File: config.mk
export PLATFORM = sky130hd
export DESIGN_NAME = btxm_ram
export DESIGN_NICKNAME = d
export VERILOG_FILES = /design/src/design/btxm_ram.sv
export SDC_FILE = /design/constraint.sdc
export NUM_CORES = 1
export LEC_CHECK = 0
export BUFFER_PORTS_ARGS = -buffer_cell sky130_fd_sc_hd__buf_2
export CAP_MARGIN = 10
export CORE_MARGIN = 4
export CORE_UTILIZATION = 52
export CTS_CLUSTER_DIAMETER = 50
export CTS_CLUSTER_SIZE = 14
export DETAILED_ROUTE_END_ITERATION = 8
export PLACE_DENSITY = 0.8
export SYNTH_ARGS = -nofsm -noshare
export SYNTH_HDL_FRONTEND = slang
export SYNTH_SLANG_ARGS = --single-unit
File: constraint.sdc
create_clock -name aclk -period 2.2 [get_ports aclk]
set_input_delay 0.55 -clock aclk [delete_from_list [all_inputs] [get_ports aclk]]
set_output_delay 0.55 -clock aclk [all_outputs]
set_load 0.05 [all_outputs]
File: src/design/btxm_ram.sv
// Generic single-port-write, single-port-read RAM with registered read data.
module btxm_ram #(
    parameter int WIDTH = 8,
    parameter int DEPTH = 64,
    localparam int AW = $clog2(DEPTH)
) (
    input  logic             aclk,
    input  logic             we,
    input  logic [AW-1:0]    waddr,
    input  logic [WIDTH-1:0] wdata,
    input  logic [AW-1:0]    raddr,
    output logic [WIDTH-1:0] rdata
);

    logic [WIDTH-1:0] mem [DEPTH];
    logic [WIDTH-1:0] rdata_reg;

    always_ff @(posedge aclk) begin
        if (we) begin
            mem[waddr] <= wdata;
        end
        rdata_reg <= mem[raddr];
    end

    assign rdata = rdata_reg;

endmodule

After elaboration in Yosys (flattened, before gate mapping). Memories as Yosys holds them, arrays and structs flattened. A register that Yosys moved wholly into a read port is not among the register bits. Cells that the tools add are included.

Multiplexer cells: 2.

Operators with widths (number): $mux W1 (2).

Register bits after elaboration: 0. RAM bits: 512. Input bits: 22. Output and inout port bits: 8. Logic and storage cells: 3. Memories: 1.

Memories: mem (words 64, width 8, read ports 1, clocked after memory_dff 1, write ports 1, RTL line 15) `logic [WIDTH-1:0] mem [DEPTH];`.

Longest topological paths before layout. Gate-level depths: netlist of the first run.

Depth after elaboration: 2. Mapped depth: 9. Mapped depth without buffers: 5.

Worst setup path after synthesis of the first run. OpenSTA, ideal clock, no wires.

Kind: input to register. From: input port raddr[1]. To: register rdata_reg[3], in the netlist rdata[3] (read register of mem). Setup time: 0.128 ns. Data arrival time: 2.090 ns. Required time: 2.072 ns. Slack: -0.018 ns. Cell stages on the path: 7. Buffers on the path: 3. Cells stage by stage: buf_4 > buf_2 > buf_2 > mux4_2 > mux4_2 > o21ai_1 > o41ai_1.

RTL lines: from (decl) (RTL line 11) `input logic [AW-1:0] raddr,`; to (decl) (RTL line 16) `logic [WIDTH-1:0] rdata_reg;`.

==> summary.md, run 1 <==
| Metric | Value |
|---|---|
| Outcome | finished, final reports clean |
| Setup TNS | 0 ps |
| Routed wire length | 45000 um |
| Static Leak | 7.54 nW |
| Placed cell count | 1577 |
| Latest clock arrival within the worst-skew pair | 560 ps |
| Overflow left after global routing | 0 |
| Count of pins over their slew limit | 0 |
| Number of standard cells in the final layout excluding fillers | 1645 |
| Total setup violations reported at the end of the flow | 0 |
| Number of antenna violations at the first check in global routing | 1 |
| Flop-to-flop setup slack | 270 ps |
| Reg-to-reg critical path startpoint | mem[54][7]$_DFFE_PP_ |
| Worst slew margin | 16.0% |
| Detail Placement HPWL | 28300 um |
| Type of the most critical hold path | in -> reg |
| Critical Path Fanout Max | 11 |
| Effective utilization at floorplan | 53.2% |
| Reg2reg end | rdata[7]$_DFF_P_ |
| Mean instance size in the synthesized netlist | 21.5 um2 |
| Synth cell types | 40 |
| Routability Congestion | 0.863 |
| CP Data Required Time | 2620 ps |
| Site row count | 71 |
| Critical path capture point type | flop |
| Clock-pin slew of the registers on the worst-case setup and hold paths | 60 ps |
| Worst hold slack across all endpoints | 411 ps |
| Predominant post-synthesis flop cell | edfxtp_1 |
| Clock Path Buffers | 3 |
| R2R cell count | 4 |
| Maximum clock skew at final layout | 11.1 ps |
| Busiest grt layer | met2 |
| Unrepaired setup endpoints after global routing | no |
| Vias in the first global route | 10.5k |
| Mean routed wirelength per cell | 27.4 um |
| Met3 track demand over resource in global routing | 4.10% |
| Clk root buf | clkbuf_16 |
| Area added between synthesis and finish | 15.4% |
| Number of flip-flops in the largest register | 512 |
| Count of flip-flops with a built-in enable after synthesis | 512 |
| Cell area after placement | 21900 um2 |
| Number of warning messages in the yosys log | 0 |
| First-pass iteration count of the detailed router | 7 |
| Fin crit period | 2070 ps |
| Peak supply drop | 576 uV |
| Met2 track demand over resource in global routing | 35.5% |
| Finished layout cell area | 23300 um2 |
| Layout cell share with drive strength beyond 1 | 33.1% |
| Iteration-0 DRC Markers | 1196 |
| Power density of the placed cells | 845 nW/um2 |
| Wire length of the first global-routing pass | 67600 um |
| Residual antenna-violating net count after detailed routing | 0 |
| Origin of the worst setup path | raddr[0] |
| Die height | 205 um |
| Clock tree from TritonCTS | built |
| Horizontal die dimension | 205 um |
| Hold violation total from the final report | 0 |
| Area of the mapped netlist | 20200 um2 |
| Die footprint | 42000 um2 |
| Number of cells produced by synthesis | 940 |
| Fraction of the cycle the final worst path needs | 94.3% |
| Post-synthesis sequential area ratio | 77.0% |
| Total core area | 37900 um2 |
| # port buffers | 29 |
| Top achievable clock speed | 482 MHz |
| Register bit count reported by yosys | 520 |
| Detail-routed via count per cell | 6.27 |
| Number of clock buffers inserted by TritonCTS | 45 |
| Worst EP arrival | 2500 ps |
| Clock H-tree levels | 2 |
| Net Count, Synth | 962 |
| DRC violation count after routing | 0 |
| Post-CTS setup repair buffer count | 0 |
| Post-synthesis async set-or-reset flop share | 0% |
| GRT Resource Usage Total | 21.8% |
| Kind of start point of the critical path | input pin |
| Max-cap violations | 0 |
| Grt met1 use | 30.6% |
| Count of pins on the block boundary | 30 |
| Pin count of the biggest net entering global routing | 65 |
| Type of the setup path with the least slack | in -> reg |
| Number of nets in the finished design | 1135 |
| Antenna diodes | 0 |
| Clock sink count | 520 |
| Vias | 10.3k |
| Transition time at the pin with the least slew margin | 1260 ps |
| Endpoint of the most critical setup path | rdata[7]$_DFF_P_ |
timing repair:
item	in CTS	in global routing
setup endpoints to repair	1	1
hold buffers	0	0
hold endpoints to repair	0	0
gates resized for setup	1	1
worst max-delay path, stage by stage:
cell and delay (ps):
clkbuf_8 210, buf_4 280, mux4_2 540, mux4_2 470, o21ai_1 320, nand2_1 110
how the worst min path moves through the flow:
stage	end	slack, ps	start	cells past startpoint
floorplan	mem[0][0]$_DFFE_PP_	650	wdata[0]	0
global placement	rdata[0]$_DFF_P_	810	mem[23][0]$_DFFE_PP_	4
detailed placement	rdata[0]$_DFF_P_	820	mem[18][0]$_DFFE_PP_	4
CTS	rdata[1]$_DFF_P_	380	raddr[5]	3
global route	rdata[1]$_DFF_P_	410	raddr[5]	3
finish	rdata[1]$_DFF_P_	410	raddr[5]	3
cell families (layout without fill, tap and decap cells):
logic type	after synthesis	after routing	share of synthesized area [%]
flops	520	520	77.0
buf+inv	51	245	1.57
simple gates	153	153	3.39
compound gates	54	54	2.07
mux	162	162	15.9
area by class of cell:
type                    count  area, um2
fillers                  2503      14700
multi-input cells         369       4320
well taps                 511        639
clock buffers              60       1250
flip-flops and latches    520      15500
clock inverters             8        104
repair buffers            177       1430
through the flow:
step	utilization (%)	setup WS, ps	power [mW]
after floorplan	-	10.0	11.8
after global placement	57.8	-629	12.3
after detailed placement	57.8	-612	12.4
after CTS	61.4	113	19.8
after global routing	61.4	44.7	20.3
final	61.4	126	19.7
routing by layer:
metal / part of all wire, % / wire [um] / vias to the layer above
met5: 0.029 / 13 / -
met4: 3.2 / 1460 / 2
met3: 9.2 / 4150 / 96
met2: 50 / 22300 / 582
met1: 38 / 17100 / 5375
li1: - / - / 4260
cell usage after synthesis, types with 3 or more instances:
cell type | number | area share (%)
edfxtp_1 | 512 | 76
mux4_2 | 126 | 14
nor2_1 | 83 | 1.5
mux2i_1 | 23 | 1.1
nand2_1 | 19 | 0.35
clkbuf_1 | 17 | 0.32
nor2b_1 | 14 | 0.43
buf_4 | 13 | 0.48
mux2_2 | 13 | 0.73
nand3_1 | 13 | 0.32
buf_2 | 11 | 0.27
dfxtp_1 | 8 | 0.79
o221ai_1 | 8 | 0.35
o22ai_1 | 8 | 0.25
nand2b_1 | 7 | 0.22
nor3_1 | 7 | 0.17
a221oi_1 | 6 | 0.26
a211oi_1 | 4 | 0.15
buf_1 | 4 | 0.074
buf_6 | 4 | 0.22
a21oi_1 | 3 | 0.074
a22oi_1 | 3 | 0.11
nand3b_1 | 3 | 0.11
o2111ai_1 | 3 | 0.13
o2bb2ai_1 | 3 | 0.13
where the power goes:
part / switching [mW] / total [mW] / leakage (nW) / internal, mW
registers: 0.0394 / 11.0 / 4.67 / 11.0
logic: 0.709 / 1.18 / 2.21 / 0.469
clock network: 3.31 / 7.49 / 0.655 / 4.19
total: 4.05 / 19.7 / 7.54 / 15.6
placed cells by master (no fill, tap or decap), types with 3 or more instances in the layout:
master,Yosys,layout
edfxtp_1,512,512
buf_4,13,137
mux4_2,126,126
nor2_1,83,83
clkbuf_16,0,48
buf_2,11,26
mux2i_1,23,22
nand2_1,19,19
nor2b_1,14,14
mux2_2,13,13
nand3_1,13,13
buf_12,2,13
clkbuf_1,17,12
o221ai_1,8,8
o22ai_1,8,8
dfxtp_1,8,8
nand2b_1,7,7
nor3_1,7,7
a221oi_1,6,6
a211oi_1,4,4
nand3b_1,3,3
a21oi_1,3,3
o21ai_1,2,3
a22oi_1,3,3
o2111ai_1,3,3
o2bb2ai_1,3,3
No activity file was read; power rests on OpenSTA's default activity.
==> run 2, diff against run 1 <==
Settings changed: ABC_AREA from default to 1.
==> summary.md, run 2 <==
| Metric | Value |
|---|---|
| Number of clock buffers inserted by TritonCTS | 44 |
| Fraction of the cycle the final worst path needs | 85.2% |
| Maximum clock skew at final layout | 15.4 ps |
| Area fraction of the dominant cell type after synthesis | 72.0% |
| Predominant post-synthesis flop cell | edfxtp_1 |
| Transition time at the pin with the least slew margin | 800 ps |
| Clock tree from TritonCTS | built |
| Sequential cell area | 15500 um2 |
| CP max-delay cell | dfxtp_1 |
| Die footprint | 44300 um2 |
| CP Data Required Time | 1650 ps |
| Area of the mapped netlist | 21300 um2 |
| Count of flip-flops with a built-in enable after synthesis | 512 |
| Clock Path Buffers | 3 |
| Cell type with the largest total area after synthesis | edfxtp_1 |
| Total power consumption of the routed design | 19.7 mW |
| Detail Placement HPWL | 30900 um |
| Reg-to-reg critical path startpoint | mem[6][6]$_DFFE_PP_ |
| Area of combinational cells with multiple inputs | 4950 um2 |
| Count of buffer and inverter cells on the critical path | 1 |
| Latest clock arrival within the worst-skew pair | 560 ps |
| Vias | 14.5k |
| Number of cells produced by synthesis | 1805 |
| Most used standard cell by instance count after synthesis | nand2_1 |
| Site row count | 73 |
| PostCTS Resize Cnt | 0 |
| Clk root buf | clkbuf_16 |
| GRT Resource Usage Total | 23.0% |
| Count of pins over their slew limit | 0 |
| Clock H-tree levels | 2 |
| Type of the setup path with the least slack | reg -> out |
| Post-synthesis async set-or-reset flop share | 0% |
| Top achievable clock speed | 533 MHz |
| Number of warning messages in the yosys log | 0 |
| Most frequent cells in the layout | nand2_1 (648), edfxtp_1 (512), nand3_1 (439) |
| Detail-routed via count per cell | 5.91 |
| Routability Congestion | 0.920 |
| First-pass iteration count of the detailed router | 6 |
| Register bit count reported by yosys | 520 |
| Max-cap violations | 0 |
| # hold bufs at CTS | 0 |
| Number of antenna violations at the first check in global routing | 2 |
| Origin of the worst setup path | rdata[2]$_DFF_P_ |
| Vias in the first global route | 14.1k |
| Leading cell type in the layout, fill and taps excluded | nand2_1 |
| Mean instance size in the synthesized netlist | 11.8 um2 |
| Static Leak | 8.74 nW |
| Top routing layer in use | met5 |
| Worst slew margin | 46.7% |
| Pin count of the biggest net entering global routing | 66 |
| Critical Path Fanout Max | 1 |
| Outcome | finished, final reports clean |
| Fin crit period | 1870 ps |
| Number of flip-flops in the largest register | 512 |
| CP delay by family, top | flip-flops |
| Post-synthesis sequential area ratio | 72.8% |
| Type of the most critical hold path | in -> reg |
| Flop-to-flop setup slack | 800 ps |
| Met1 Wirelength | 19500 um |
| Unrepaired setup endpoints after global routing | no |
| Critical path capture point type | output port |
| Critical path cell sequence | buf_2 |
| Power density of the placed cells | 824 nW/um2 |
| Residual antenna-violating net count after detailed routing | 0 |
| Layout cell share with drive strength beyond 1 | 11.1% |
| Wire length of the first global-routing pass | 80200 um |
| Total core area | 40200 um2 |
| DRC violation count after routing | 0 |
| Peak supply drop | 689 uV |
| Synth cell types | 16 |
| Net Count, Synth | 1827 |
| Mean routed wirelength per cell | 21.0 um |
| Finished layout cell area | 23800 um2 |
| Effective utilization at floorplan | 53.1% |
| Largest incremental delay on the critical path | 460 ps |
| Number of nets in the finished design | 1919 |
| Worst hold path startpoint | wdata[1] |
| Iteration-0 DRC Markers | 1918 |
| Kind of start point of the critical path | flop |
| # port buffers | 29 |
| Horizontal die dimension | 211 um |
| Count of pins on the block boundary | 30 |
| Metal2 WL | 24800 um |
| Overflow left after global routing | 0 |
| Post-CTS setup repair buffer count | 0 |
| Cell area after placement | 22600 um2 |
| Die height | 211 um |
| Total setup violations reported at the end of the flow | 0 |
| Hold violation total from the final report | 0 |
| Top post-synthesis cells by count | nand2_1 (648), edfxtp_1 (512), nand3_1 (439), nor2_1 (56), buf_2 (37) |
| Clock-pin slew of the registers on the worst-case setup and hold paths | 60 ps |
| Met3 WL post-DR | 5420 um |
| Biggest area contributors in the synthesized netlist | edfxtp_1 (72%), nand2_1 (11%), nand3_1 (10%) |
| Worst EP arrival | 1320 ps |
| Count of fill cells added during filler insertion | 2962 |
| Area added between synthesis and finish | 11.7% |
| Clock sink count | 520 |
| Routed wire length | 51500 um |
[run 2: cell count changes in the layout (fill, tap and decap cells not counted), sizes merged, moves of 17 or more]
| cell | change |
|---|---|
| buf | -17 |
| mux2i | -23 |
| mux4 | -126 |
| nand2 | +629 |
| nand3 | +426 |
| nor2 | -27 |
[run 2: cells by family (layout without fill, tap and decap cells)]
logic type    after synthesis  in the layout  share of synthesized area [%]
buf+inv                   125            243                           4.02
flops                     520            520                           72.8
other cells                 0              2                              0
simple gates             1160           1160                           23.2
[run 2: path summary, 6_finish.rpt]
path                                            end  cells past startpoint
worst min-delay path            mem[7][1]$_DFFE_PP_                      1
worst max-delay path                       rdata[2]                      1
worst min register to register     rdata[7]$_DFF_P_                      8
worst max register to register     rdata[6]$_DFF_P_                      8
[run 2: routing by layer]
metal / vias to the layer above / GRT usage [%]
met5: - / 0
met4: 2 / 7.67
met3: 150 / 4.70
met2: 893 / 37.7
met1: 6924 / 31.1
li1: 6517 / -
[run 2: cell type report]
class	count	share of cell area, %
repair buffers	159	5.74
clock buffers	66	5.14
inverters	12	0.220
diodes	2	0.0210
multi-input cells	1160	20.7
flip-flops and latches	520	65.2
well taps	525	2.76
clock inverters	6	0.226
[run 2: through the flow]
step	hold slack, ps	TNS (ps)	setup slack, ps	instances	utilization [%]
floorplan	649	-7430	-116	1805	-
global placement	791	0	105	2376	56.1
detailed placement	793	0	85.5	2376	56.1
CTS	211	0	302	2448	59.3
global route	212	0	320	2448	59.3
finish	229	0	325	2450	59.3
[run 2: power by group]
| group | switching (mW) | total [mW] | internal [mW] |
|---|---|---|---|
| Sequential | 0.0390 | 11.0 | 11.0 |
| Clock | 3.31 | 7.25 | 3.94 |
| Combinational | 1.02 | 1.40 | 0.383 |
| Total | 4.37 | 19.7 | 15.3 |
