===== src/design/btxm_pkg.sv =====
// Shared types and codes for the binary trie min/max xor block.
package btxm_pkg;

    localparam int OP_W  = 2;
    localparam int VAL_W = 31;
    localparam int OUT_W = 31;
    localparam int ST_W  = 2;
    localparam int CNT_W = 17;

    localparam logic [CNT_W-1:0] COUNT_MAX = {CNT_W{1'b1}};

    localparam logic [OP_W-1:0] OP_INSERT = 2'd0;
    localparam logic [OP_W-1:0] OP_DELETE = 2'd1;
    localparam logic [OP_W-1:0] OP_QUERY  = 2'd2;

    localparam logic [ST_W-1:0] STS_OK        = 2'd0;
    localparam logic [ST_W-1:0] STS_EMPTY     = 2'd1;
    localparam logic [ST_W-1:0] STS_FULL      = 2'd2;
    localparam logic [ST_W-1:0] STS_NOT_FOUND = 2'd3;

    typedef enum logic [2:0] {
        ST_IDLE,
        ST_CHECK,
        ST_UPDATE,
        ST_QUERY,
        ST_DONE
    } state_t;

    typedef struct packed {
        logic [ST_W-1:0]  status;
        logic [OUT_W-1:0] max_xor;
        logic [OUT_W-1:0] min_xor;
    } res_t;

endpackage


===== src/design/btxm_seq.sv =====
// Trie walk sequencer: check, update and dual query walks over the node RAMs.
module btxm_seq #(
    parameter int KEY_BITS  = 31,
    parameter int NODE_POOL = 65536,
    localparam int NODE_W = $clog2(NODE_POOL),
    localparam int WORD_W = 2 * NODE_W + 2 * btxm_pkg::CNT_W
) (
    input  logic                        aclk,
    input  logic                        aresetn,
    input  logic                        in_valid,
    output logic                        in_ready,
    input  logic [btxm_pkg::OP_W-1:0]   in_op,
    input  logic [btxm_pkg::VAL_W-1:0]  in_value,
    output logic                        mem_we,
    output logic [NODE_W-1:0]           mem_waddr,
    output logic [WORD_W-1:0]           mem_wdata,
    output logic [NODE_W-1:0]           rd_addr_a,
    output logic [NODE_W-1:0]           rd_addr_b,
    input  logic [WORD_W-1:0]           rd_data_a,
    input  logic [WORD_W-1:0]           rd_data_b,
    output logic                        done_valid,
    input  logic                        done_ready,
    output btxm_pkg::res_t              done_res
);

    localparam int CNT_W  = btxm_pkg::CNT_W;
    localparam int LVL_W  = $clog2(KEY_BITS);
    localparam int FREE_W = $clog2(NODE_POOL + 1);
    localparam int SUM_W  = FREE_W + 1;
    localparam logic [LVL_W-1:0] LVL_TOP = LVL_W'(KEY_BITS - 1);

    btxm_pkg::state_t state_reg, state_next;
    logic [btxm_pkg::OP_W-1:0] op_reg, op_next;
    logic [btxm_pkg::ST_W-1:0] status_reg, status_next;
    logic [KEY_BITS-1:0]       key_reg, key_next;
    logic [KEY_BITS-1:0]       ksh_reg, ksh_next;
    logic [LVL_W-1:0]          lvl_reg, lvl_next;
    logic [NODE_W-1:0]         node_a_reg, node_a_next;
    logic [NODE_W-1:0]         node_b_reg, node_b_next;
    logic                      fresh_reg, fresh_next;
    logic                      root_init_reg, root_init_next;
    logic [CNT_W-1:0]          root_cnt_reg, root_cnt_next;
    logic [FREE_W-1:0]         free_reg, free_next;
    logic [KEY_BITS-1:0]       res_a_reg, res_a_next;
    logic [KEY_BITS-1:0]       res_b_reg, res_b_next;

    logic [63:0]         val_ext;
    logic [KEY_BITS-1:0] key_in;
    logic                kbit;
    logic                blank_a, blank_b;
    logic [WORD_W-1:0]   word_a, word_b;
    logic [NODE_W-1:0]   a_c0, a_c1, b_c0, b_c1;
    logic [CNT_W-1:0]    a_n0, a_n1, b_n0, b_n1;
    logic [NODE_W-1:0]   a_cs;
    logic [CNT_W-1:0]    a_ns;
    logic                is_ins;
    logic                alloc;
    logic [NODE_W-1:0]   new_idx;
    logic [NODE_W-1:0]   upd_c0, upd_c1, upd_child;
    logic [CNT_W-1:0]    upd_n0, upd_n1;
    logic                overflow;
    logic                pa, pb, use_a, use_b, ba, bb;
    logic [NODE_W-1:0]   nxt_a, nxt_b;
    logic [63:0]         min_ext, max_ext;

    assign val_ext = 64'(in_value);
    assign key_in  = val_ext[KEY_BITS-1:0];
    assign kbit    = ksh_reg[KEY_BITS-1];

    // A fresh node or a root never written reads as an empty node.
    assign blank_a = fresh_reg || (node_a_reg == '0 && !root_init_reg);
    assign blank_b = (node_b_reg == '0) && !root_init_reg;
    assign word_a  = blank_a ? '0 : rd_data_a;
    assign word_b  = blank_b ? '0 : rd_data_b;

    assign a_c0 = word_a[NODE_W-1:0];
    assign a_c1 = word_a[2*NODE_W-1:NODE_W];
    assign a_n0 = word_a[2*NODE_W+CNT_W-1:2*NODE_W];
    assign a_n1 = word_a[WORD_W-1:2*NODE_W+CNT_W];
    assign b_c0 = word_b[NODE_W-1:0];
    assign b_c1 = word_b[2*NODE_W-1:NODE_W];
    assign b_n0 = word_b[2*NODE_W+CNT_W-1:2*NODE_W];
    assign b_n1 = word_b[WORD_W-1:2*NODE_W+CNT_W];

    assign a_cs = kbit ? a_c1 : a_c0;
    assign a_ns = kbit ? a_n1 : a_n0;

    // Node update for insert and delete
    assign is_ins    = (op_reg == btxm_pkg::OP_INSERT);
    assign alloc     = is_ins && (a_cs == '0);
    assign new_idx   = free_reg[NODE_W-1:0];
    assign upd_child = alloc ? new_idx : a_cs;

    always_comb begin
        upd_c0 = a_c0;
        upd_c1 = a_c1;
        upd_n0 = a_n0;
        upd_n1 = a_n1;
        if (kbit) begin
            upd_c1 = upd_child;
            upd_n1 = is_ins ? a_n1 + CNT_W'(1) : a_n1 - CNT_W'(1);
        end else begin
            upd_c0 = upd_child;
            upd_n0 = is_ins ? a_n0 + CNT_W'(1) : a_n0 - CNT_W'(1);
        end
    end

    // Nodes still needed are lvl+1 once a child is missing.
    assign overflow = (SUM_W'(free_reg) + SUM_W'(lvl_reg) + SUM_W'(1)) > SUM_W'(NODE_POOL);

    // Query walkers: prefer the matching (min) or opposite (max) child when usable
    assign pa    = kbit;
    assign pb    = ~kbit;
    assign use_a = pa ? (a_c1 != '0 && a_n1 != '0) : (a_c0 != '0 && a_n0 != '0);
    assign use_b = pb ? (b_c1 != '0 && b_n1 != '0) : (b_c0 != '0 && b_n0 != '0);
    assign ba    = use_a ? pa : ~pa;
    assign bb    = use_b ? pb : ~pb;
    assign nxt_a = ba ? a_c1 : a_c0;
    assign nxt_b = bb ? b_c1 : b_c0;

    always_ff @(posedge aclk) begin
        if (!aresetn) begin
            state_reg     <= btxm_pkg::ST_IDLE;
            fresh_reg     <= 1'b0;
            root_init_reg <= 1'b0;
            root_cnt_reg  <= '0;
            free_reg      <= FREE_W'(1);
        end else begin
            state_reg     <= state_next;
            fresh_reg     <= fresh_next;
            root_init_reg <= root_init_next;
            root_cnt_reg  <= root_cnt_next;
            free_reg      <= free_next;
        end
    end

    always_ff @(posedge aclk) begin
        op_reg     <= op_next;
        status_reg <= status_next;
        key_reg    <= key_next;
        ksh_reg    <= ksh_next;
        lvl_reg    <= lvl_next;
        node_a_reg <= node_a_next;
        node_b_reg <= node_b_next;
        res_a_reg  <= res_a_next;
        res_b_reg  <= res_b_next;
    end

    always_comb begin
        state_next     = state_reg;
        op_next        = op_reg;
        status_next    = status_reg;
        key_next       = key_reg;
        ksh_next       = ksh_reg;
        lvl_next       = lvl_reg;
        node_a_next    = node_a_reg;
        node_b_next    = node_b_reg;
        fresh_next     = fresh_reg;
        root_cnt_next  = root_cnt_reg;
        free_next      = free_reg;
        res_a_next     = res_a_reg;
        res_b_next     = res_b_reg;
        in_ready       = 1'b0;
        done_valid     = 1'b0;
        mem_we         = 1'b0;

        case (state_reg)
            btxm_pkg::ST_IDLE: begin
                in_ready = 1'b1;
                if (in_valid) begin
                    op_next     = in_op;
                    key_next    = key_in;
                    ksh_next    = key_in;
                    lvl_next    = LVL_TOP;
                    node_a_next = '0;
                    node_b_next = '0;
                    fresh_next  = 1'b0;
                    res_a_next  = '0;
                    res_b_next  = '0;
                    status_next = btxm_pkg::STS_OK;
                    case (in_op)
                        btxm_pkg::OP_INSERT: begin
                            if (root_cnt_reg == btxm_pkg::COUNT_MAX) begin
                                status_next = btxm_pkg::STS_FULL;
                                state_next  = btxm_pkg::ST_DONE;
                            end else begin
                                state_next = btxm_pkg::ST_CHECK;
                            end
                        end
                        btxm_pkg::OP_DELETE: begin
                            state_next = btxm_pkg::ST_CHECK;
                        end
                        btxm_pkg::OP_QUERY: begin
                            if (root_cnt_reg == '0) begin
                                status_next = btxm_pkg::STS_EMPTY;
                                state_next  = btxm_pkg::ST_DONE;
                            end else begin
                                state_next = btxm_pkg::ST_QUERY;
                            end
                        end
                        default: begin
                            state_next = btxm_pkg::ST_DONE;
                        end
                    endcase
                end
            end

            btxm_pkg::ST_CHECK: begin
                if (a_cs == '0 || lvl_reg == '0) begin
                    // path ends here: refuse or restart from the root to update
                    lvl_next    = LVL_TOP;
                    ksh_next    = key_reg;
                    node_a_next = '0;
                    state_next  = btxm_pkg::ST_UPDATE;
                    if (is_ins) begin
                        if (a_cs == '0 && overflow) begin
                            status_next = btxm_pkg::STS_FULL;
                            state_next  = btxm_pkg::ST_DONE;
                        end
                    end else if (a_cs == '0 || a_ns == '0) begin
                        status_next = btxm_pkg::STS_NOT_FOUND;
                        state_next  = btxm_pkg::ST_DONE;
                    end
                end else begin
                    node_a_next = a_cs;
                    lvl_next    = lvl_reg - LVL_W'(1);
                    ksh_next    = ksh_reg << 1;
                end
            end

            btxm_pkg::ST_UPDATE: begin
                mem_we = 1'b1;
                if (lvl_reg == LVL_TOP) begin
                    root_cnt_next = is_ins ? root_cnt_reg + CNT_W'(1)
                                           : root_cnt_reg - CNT_W'(1);
                end
                if (alloc) begin
                    free_next  = free_reg + FREE_W'(1);
                    fresh_next = 1'b1;
                end
                if (lvl_reg == '0) begin
                    fresh_next = 1'b0;
                    state_next = btxm_pkg::ST_DONE;
                end else begin
                    node_a_next = upd_child;
                    lvl_next    = lvl_reg - LVL_W'(1);
                    ksh_next    = ksh_reg << 1;
                end
            end

            btxm_pkg::ST_QUERY: begin
                res_a_next  = {res_a_reg[KEY_BITS-2:0], ba ^ kbit};
                res_b_next  = {res_b_reg[KEY_BITS-2:0], bb ^ kbit};
                node_a_next = nxt_a;
                node_b_next = nxt_b;
                if (lvl_reg == '0) begin
                    state_next = btxm_pkg::ST_DONE;
                end else begin
                    lvl_next = lvl_reg - LVL_W'(1);
                    ksh_next = ksh_reg << 1;
                end
            end

            btxm_pkg::ST_DONE: begin
                done_valid = 1'b1;
                if (done_ready) begin
                    state_next = btxm_pkg::ST_IDLE;
                end
            end

            default: begin
                state_next = btxm_pkg::ST_IDLE;
            end
        endcase
    end

    assign root_init_next = root_init_reg || (mem_we && mem_waddr == '0);

    assign mem_waddr = node_a_reg;
    assign mem_wdata = {upd_n1, upd_n0, upd_c1, upd_c0};
    assign rd_addr_a = node_a_next;
    assign rd_addr_b = node_b_next;

    assign min_ext          = 64'(res_a_reg);
    assign max_ext          = 64'(res_b_reg);
    assign done_res.status  = status_reg;
    assign done_res.min_xor = min_ext[btxm_pkg::OUT_W-1:0];
    assign done_res.max_xor = max_ext[btxm_pkg::OUT_W-1:0];

    a_we_only_update: assert property (@(posedge aclk) disable iff (!aresetn)
        mem_we |-> state_reg == btxm_pkg::ST_UPDATE)
        else $error("node write outside an update walk");

    a_free_monotonic: assert property (@(posedge aclk) disable iff (!aresetn)
        $past(aresetn) |-> free_reg >= $past(free_reg))
        else $error("node allocator moved backwards");

    a_root_cnt_on_update: assert property (@(posedge aclk) disable iff (!aresetn)
        ($past(aresetn) && root_cnt_reg != $past(root_cnt_reg))
            |-> $past(state_reg) == btxm_pkg::ST_UPDATE)
        else $error("root count changed outside an update walk");

    a_fresh_only_insert: assert property (@(posedge aclk) disable iff (!aresetn)
        fresh_reg |-> (op_reg == btxm_pkg::OP_INSERT && state_reg == btxm_pkg::ST_UPDATE))
        else $error("fresh node flag outside an insert");

    a_done_to_idle: assert property (@(posedge aclk) disable iff (!aresetn)
        (done_valid && done_ready) |=> state_reg == btxm_pkg::ST_IDLE)
        else $error("result handed over but sequencer not idle");

endmodule


===== config.mk =====
export PLATFORM = sky130hd
export DESIGN_NAME = btxm_seq
export DESIGN_NICKNAME = d
export VERILOG_FILES = /design/src/design/btxm_pkg.sv /design/src/design/btxm_seq.sv
export SDC_FILE = /design/constraint.sdc
export NUM_CORES = 1
export LEC_CHECK = 0
export ABC_CLOCK_PERIOD_IN_PS = 10700
export BUFFER_PORTS_ARGS = -buffer_cell sky130_fd_sc_hd__buf_4
export CAP_MARGIN = 20
export CORE_MARGIN = 2
export CORE_UTILIZATION = 45
export DETAILED_ROUTE_END_ITERATION = 10
export PLACE_DENSITY = 0.7
export SYNTH_ARGS = -nofsm -noshare
export SYNTH_HDL_FRONTEND = slang
export SYNTH_SLANG_ARGS = --single-unit

===== constraint.sdc =====
create_clock -name aclk -period 10.7 [get_ports aclk]
set_input_delay 1.605 -clock aclk [delete_from_list [all_inputs] [get_ports aclk]]
set_output_delay 1.605 -clock aclk [all_outputs]
set_load 0.01 [all_outputs]

Yosys cells after proc, flatten, opt, wreduce, memory -nomap -nowiden
Index checks and enable logic that the tools add are counted.

cells by class
  add/sub/neg operators = 10
  $mul = 0
  divide/modulo/power cells = 0
  order comparisons = 1
  eq/ne operators = 16
  shift-type cells = 0
  muxes and demuxes = 62
  bitwise operators = 3
  reductions and logical operators = 44

operators with widths
  kind                                                              number
  two-way mux 16 bit                                                10
  two-way mux 66 bit                                                2
  two-way mux 31 bit                                                4
  case mux 31 bit (2 select lines)                                  2
  two-way mux 17 bit                                                6
  case mux 31 bit (3 select lines)                                  1
  adder 17 x 1 -> 17 bit (second input constant)                    4
  nonzero test 17 bit                                               4
  case mux 16 bit (4 select lines)                                  1
  nonzero test 16 bit                                               4
  subtractor 17 x 1 -> 17 bit (second input constant)               3
  logical NOT 16 bit                                                3
  logical NOT 17 bit                                                2
  case mux 16 bit (2 select lines)                                  1
  two-way mux 3 bit                                                 9
  adder 17 x 5 -> 18 bit                                            1
  adder 18 x 1 -> 18 bit (second input constant)                    1
  greater-than comparator 18 x 17 -> 1 bit (second input constant)  1
  equality test 17 bit (second input constant)                      1
  two-way mux 5 bit                                                 3
  case mux 5 bit (3 select lines)                                   1
  two-way mux 2 bit                                                 6
  case mux 3 bit (4 select lines)                                   1
  two-way mux 1 bit                                                 11
  28 further kinds                                                  54

storage, ports and cells
  register bits = 204
  bits in latches = 0
  bits in writable memories = 0
  memory bits (read-only) = 0
  input port bits = 169
  output and inout port bits = 181
  word-level logic and storage cells = 150
  memories = 0

Longest topological paths before layout
  depth after elaboration = 11
  depth in mapped cells = 17

Worst setup path before layout
OpenSTA, ideal clock, no wires.

  path kind = flip-flop to output port
  start = register op_reg[1] (netlist bit)
  end = output port mem_wdata[65]
  arrival = 4019 ps
  setup slack = 5076 ps
  stages on the path, launching flop included = 14
  cell sequence = edfxtp_1 or2_2 clkbuf_1 inv_1 clkbuf_1 fa_1 nor2b_1 o31a_1 o41a_1 o21ai_0 o21ai_0 nor4b_1 o31ai_1 xor2_1

on the way
  cells in the longest elaborated chain, start to end = 3

RTL lines
  element                 RTL line         RTL
  start, declared         btxm_seq.sv:33   logic [btxm_pkg::OP_W-1:0] op_reg, op_next;
  start signal, assigned  btxm_seq.sv:138  op_reg <= op_next;
  logical NOT 2 bit       btxm_seq.sv:89   assign is_ins = (op_reg == btxm_pkg::OP_INSERT);
  two-way mux 17 bit      btxm_seq.sv:101  upd_n1 = is_ins ? a_n1 + CNT_W'(1) : a_n1 - CNT_W'(1);
  two-way mux 17 bit      btxm_seq.sv:99   if (kbit) begin
  end, declared           btxm_seq.sv:16   output logic [WORD_W-1:0] mem_wdata,

No other way between the ends.

Final worst setup path
  start = register node_a_reg[11], in the netlist mem_waddr[11]
  end = output port mem_wdata[65]

on the way
  cells in the longest elaborated chain, start to end = 7
  elaborated cells between the ends (all ways) = 8
  classes of those cells = add/sub: 2; mux: 3; reduce/logical: 3

RTL lines
  element                                                                RTL line         RTL
  start, declared                                                        btxm_seq.sv:38   logic [NODE_W-1:0] node_a_reg, node_a_next;
  start signal, assigned                                                 btxm_seq.sv:143  node_a_reg <= node_a_next;
  logical NOT 16 bit (*)                                                 btxm_seq.sv:71   assign blank_a = fresh_reg || (node_a_reg == '0 && !root_init_reg);
  logical AND 1 bit (*)                                                  btxm_seq.sv:71
  logical OR 1 bit (*)                                                   btxm_seq.sv:71
  two-way mux 66 bit (*)                                                 btxm_seq.sv:73   assign word_a = blank_a ? '0 : rd_data_a;
  subtractor 17 x 1 -> 17 bit or adder 17 x 1 -> 17 bit (tied branches)  btxm_seq.sv:101
  two-way mux 17 bit                                                     btxm_seq.sv:101
  two-way mux 17 bit (*)                                                 btxm_seq.sv:99

Every way passes the cells marked *; elsewhere a longest branch is shown, timed or not.

==> out/results.tsv <==
metric	value	unit
worst vdd ir	0.196	mV
Post-Route Setup TNS	0	ns
Row Count	61	
Final Cell Area	16400	um^2
Top-Level Pins	350	
core box area	27700	um^2
most frequent cell after synthesis	nand2_1	
Final Cycle Share	0.611	
fin crit period	6.54	ns
outcome	finished clean	
sequential element share of the synthesized area	0.429	
critical path depth	16	
worst reg2reg setup slack	6.88	ns
CP startpoint kind	flip-flop	
Yosys cell types	68	
critical path, cell by cell	nor4_1 -> nand4_1 -> nor2_1 -> nor2_4 -> buf_4 -> and2_1 -> ha_1 -> o21a_1 -> o21a_1 -> o41a_1 -> o21ai_0 -> o21ai_0 -> and3_1 -> o31ai_1 -> xor2_1 -> buf_4	
number of synthesized flops with an enable pin	133	
Clk network pwr share	0.193	
type of the most critical hold path	flip-flop to flip-flop	
first-pass GRT wire length	59100	um
reg2reg end	status_reg[1]$_SDFFCE_PP1P_	
Cell Area, Placed	15600	um^2
switching part of the total	0.384	
Pwr Density	260	nW/um^2
Slowest-stage cell, CP	nor4_1	
die area	29400	um^2
post-route ant nets	0	
Slew @ Worst Pin	1.09	ns
Gates resized, CTS repair	0	
Avg Inst Size Synth	9.73	um^2
CTS tree	done	
total CTS buffers	23	
crit end category	output pin	
Die X-Extent	171	um
post-CTS setup buffer count	0	
Post-Syn Area	12600	um^2
Synth Instances	1297	
routed len/inst	19.4	um
DRC	0	
layout cell share with drive strength beyond 1	0.282	
f_max	153	MHz
largest area contributor in the netlist	edfxtp_1	
Synth warnings	0	
Detailed Route WL	39000	um
H-tree depth	1	
Final Util	0.591	
number of synthesized register bits	204	
Buf+Inv Stages, Crit Path	2	
Total GRT Usage	0.252	
Post-synth top flop	edfxtp_1	
Fin. Hold Viols	0	
Comb pwr share	0.520	
sequential fraction of design power	0.287	
Pleak	0.00699	uW
Synth async-reset ratio	0	
Starting Density	0.455	
initial antenna violation count	0	
commonest cells in the netlist	nand2_1, edfxtp_1, and2_1	
worst-path fanout max	67	
hold slack	0.501	ns
Crit path arrival time	4.93	ns
Die Y	171	um
CP Capture Point	mem_wdata[65]	
DR iter-0 viols	870	
Power, Total	4260	uW
GR Overflow Total	0	
CP top delay family	simple AND/OR/NAND/NOR gates	
Filler cells	2459	
CP startpoint	mem_waddr[11]$_DFF_P_	
R2R depth	11	
Sink Count	204	
# nets final	1841	
crit-path max cell delay	0.44	ns
R2R Path Start	free_reg[0]$_SDFFE_PN1P_	
P&R area growth vs syn	29.8	%
TritonRoute pass-1 iters	5	
largest net degree at the start of global routing	68	
clock skew	0.0189	ns
Synth top area share	0.317	
Clock Path Buffers	3	
diode count	0	
Syn Nets	1523	
via count of the first global-routing pass	10867	
Max Slew Vio Count	0	
DP Wirelength	28600	um
CTS clk-pin slew, worst paths	0.06	ns
crit path kind	flip-flop to output pin	
I/O Buffers	349	
Rel. slew slack	0.271	
final setup fails	0	
Skew-Pair Late Insertion Delay	0.52	ns
CP Data Required Time	9.10	ns
vias per cell	5.75	
Hold Buf Count CTS	0	
top post-synthesis cells by area	edfxtp_1, dfxtp_1, and2_1	
Int Pwr	2620	uW
Net Sw Power	1640	uW
Clk Tree Root Cell	clkbuf_16	
RSZ-0062 raised after global routing	false	
Final Wtd Congestion	1.01	
via count	11556	
# Max-Cap Violations	0	
==> logic make-up after synthesis <==
kind of cell	Yosys count	share of synthesized area
and+or+nand+nor	496	0.207
AOI/OAI and AO/OA	305	0.167
DFF	204	0.429
buffers and inverters	95	0.0293
muxes	80	0.0671
xor gates and xnor gates	60	0.0416
adders and majority gates	57	0.0589
==> metal layers <==
layer | vias up | wire length (um) | track usage
met2 | 440 | 18000 | 0.407
li1 | 5465 | - | -
met5 | - | 0 | 0
met4 | 0 | 1250 | 0.0825
met3 | 83 | 2670 | 0.0416
met1 | 5568 | 17100 | 0.344
==> area by class of cell <==
type                       count  area (um^2)  area share
multi-input combinational    998         6870       0.420
sequential                   204         5420       0.331
timing repair buffer         364         2740       0.167
clock buffer                  27          601      0.0367
tap                          378          473      0.0289
clock inverter                15          186      0.0114
inverter                      24         90.1     0.00550
==> how the worst min path moves through the flow <==
stage                            startpoint                            to  slack (ns)  cells after the start
2_1_floorplan  root_cnt_reg[7]$_SDFFE_PN0P_  root_cnt_reg[7]$_SDFFE_PN0P_        0.47                      2
3_3_place_gp         node_b_reg[12]$_DFF_P_        node_b_reg[12]$_DFF_P_        0.47                      2
3_5_place_dp         node_b_reg[12]$_DFF_P_        node_b_reg[12]$_DFF_P_        0.49                      2
4_1_cts              node_b_reg[12]$_DFF_P_        node_b_reg[12]$_DFF_P_        0.51                      2
5_1_grt        root_cnt_reg[5]$_SDFFE_PN0P_  root_cnt_reg[5]$_SDFFE_PN0P_        0.53                      2
6_report             node_b_reg[12]$_DFF_P_        node_b_reg[12]$_DFF_P_        0.50                      2
==> stage by stage <==
| stage | std cells | worst slack, ns |
|---|---|---|
| global route | 2010 | 3.82 |
| detailed placement | 1966 | 4.56 |
| finish | 2010 | 4.16 |
| floorplan | 1297 | 5.08 |
| CTS | 2008 | 4.14 |
| global placement | 1966 | 4.57 |
==> cell usage in the layout, fill, tap and decap left out, drive strengths merged, types with 11 or more instances in the layout <==
master	count
nor4	40
inv	25
nor2b	13
mux2i	43
a21oi	44
o21ai	70
a22oi	44
edfxtp	133
nor2	58
or3	15
mux2	37
and2	108
nand4	22
nor3	16
a2bb2oi	14
nand3	18
o21a	13
ha	53
xor2	23
clkbuf	27
a22o	34
nand2	149
a21o	18
dfxtp	71
nand2b	11
buf	364
xnor2	37
==> power by group through the flow <==
stage               Clock [uW]  Combinational [uW]  Sequential, uW
finish                     824                2210            1220
global route               872                2410            1250
CTS                        844                2200            1220
detailed placement           0                2180            1240
global placement             0                2160            1230
floorplan                    0                1380            1240
==> worst reg2reg max path, cell delays in order, from the launching register on <==
cell       delay [ns]
dfxtp_1          0.56
inv_1            0.15
ha_1             0.23
fa_1             0.40
nor2b_1          0.16
o31a_1           0.22
o21ai_0          0.12
xnor2_1          0.16
or3_1            0.37
a2111oi_0        0.77
o22ai_1          0.22
a21o_1           0.25
No activity file was read; power rests on OpenSTA's default activity.
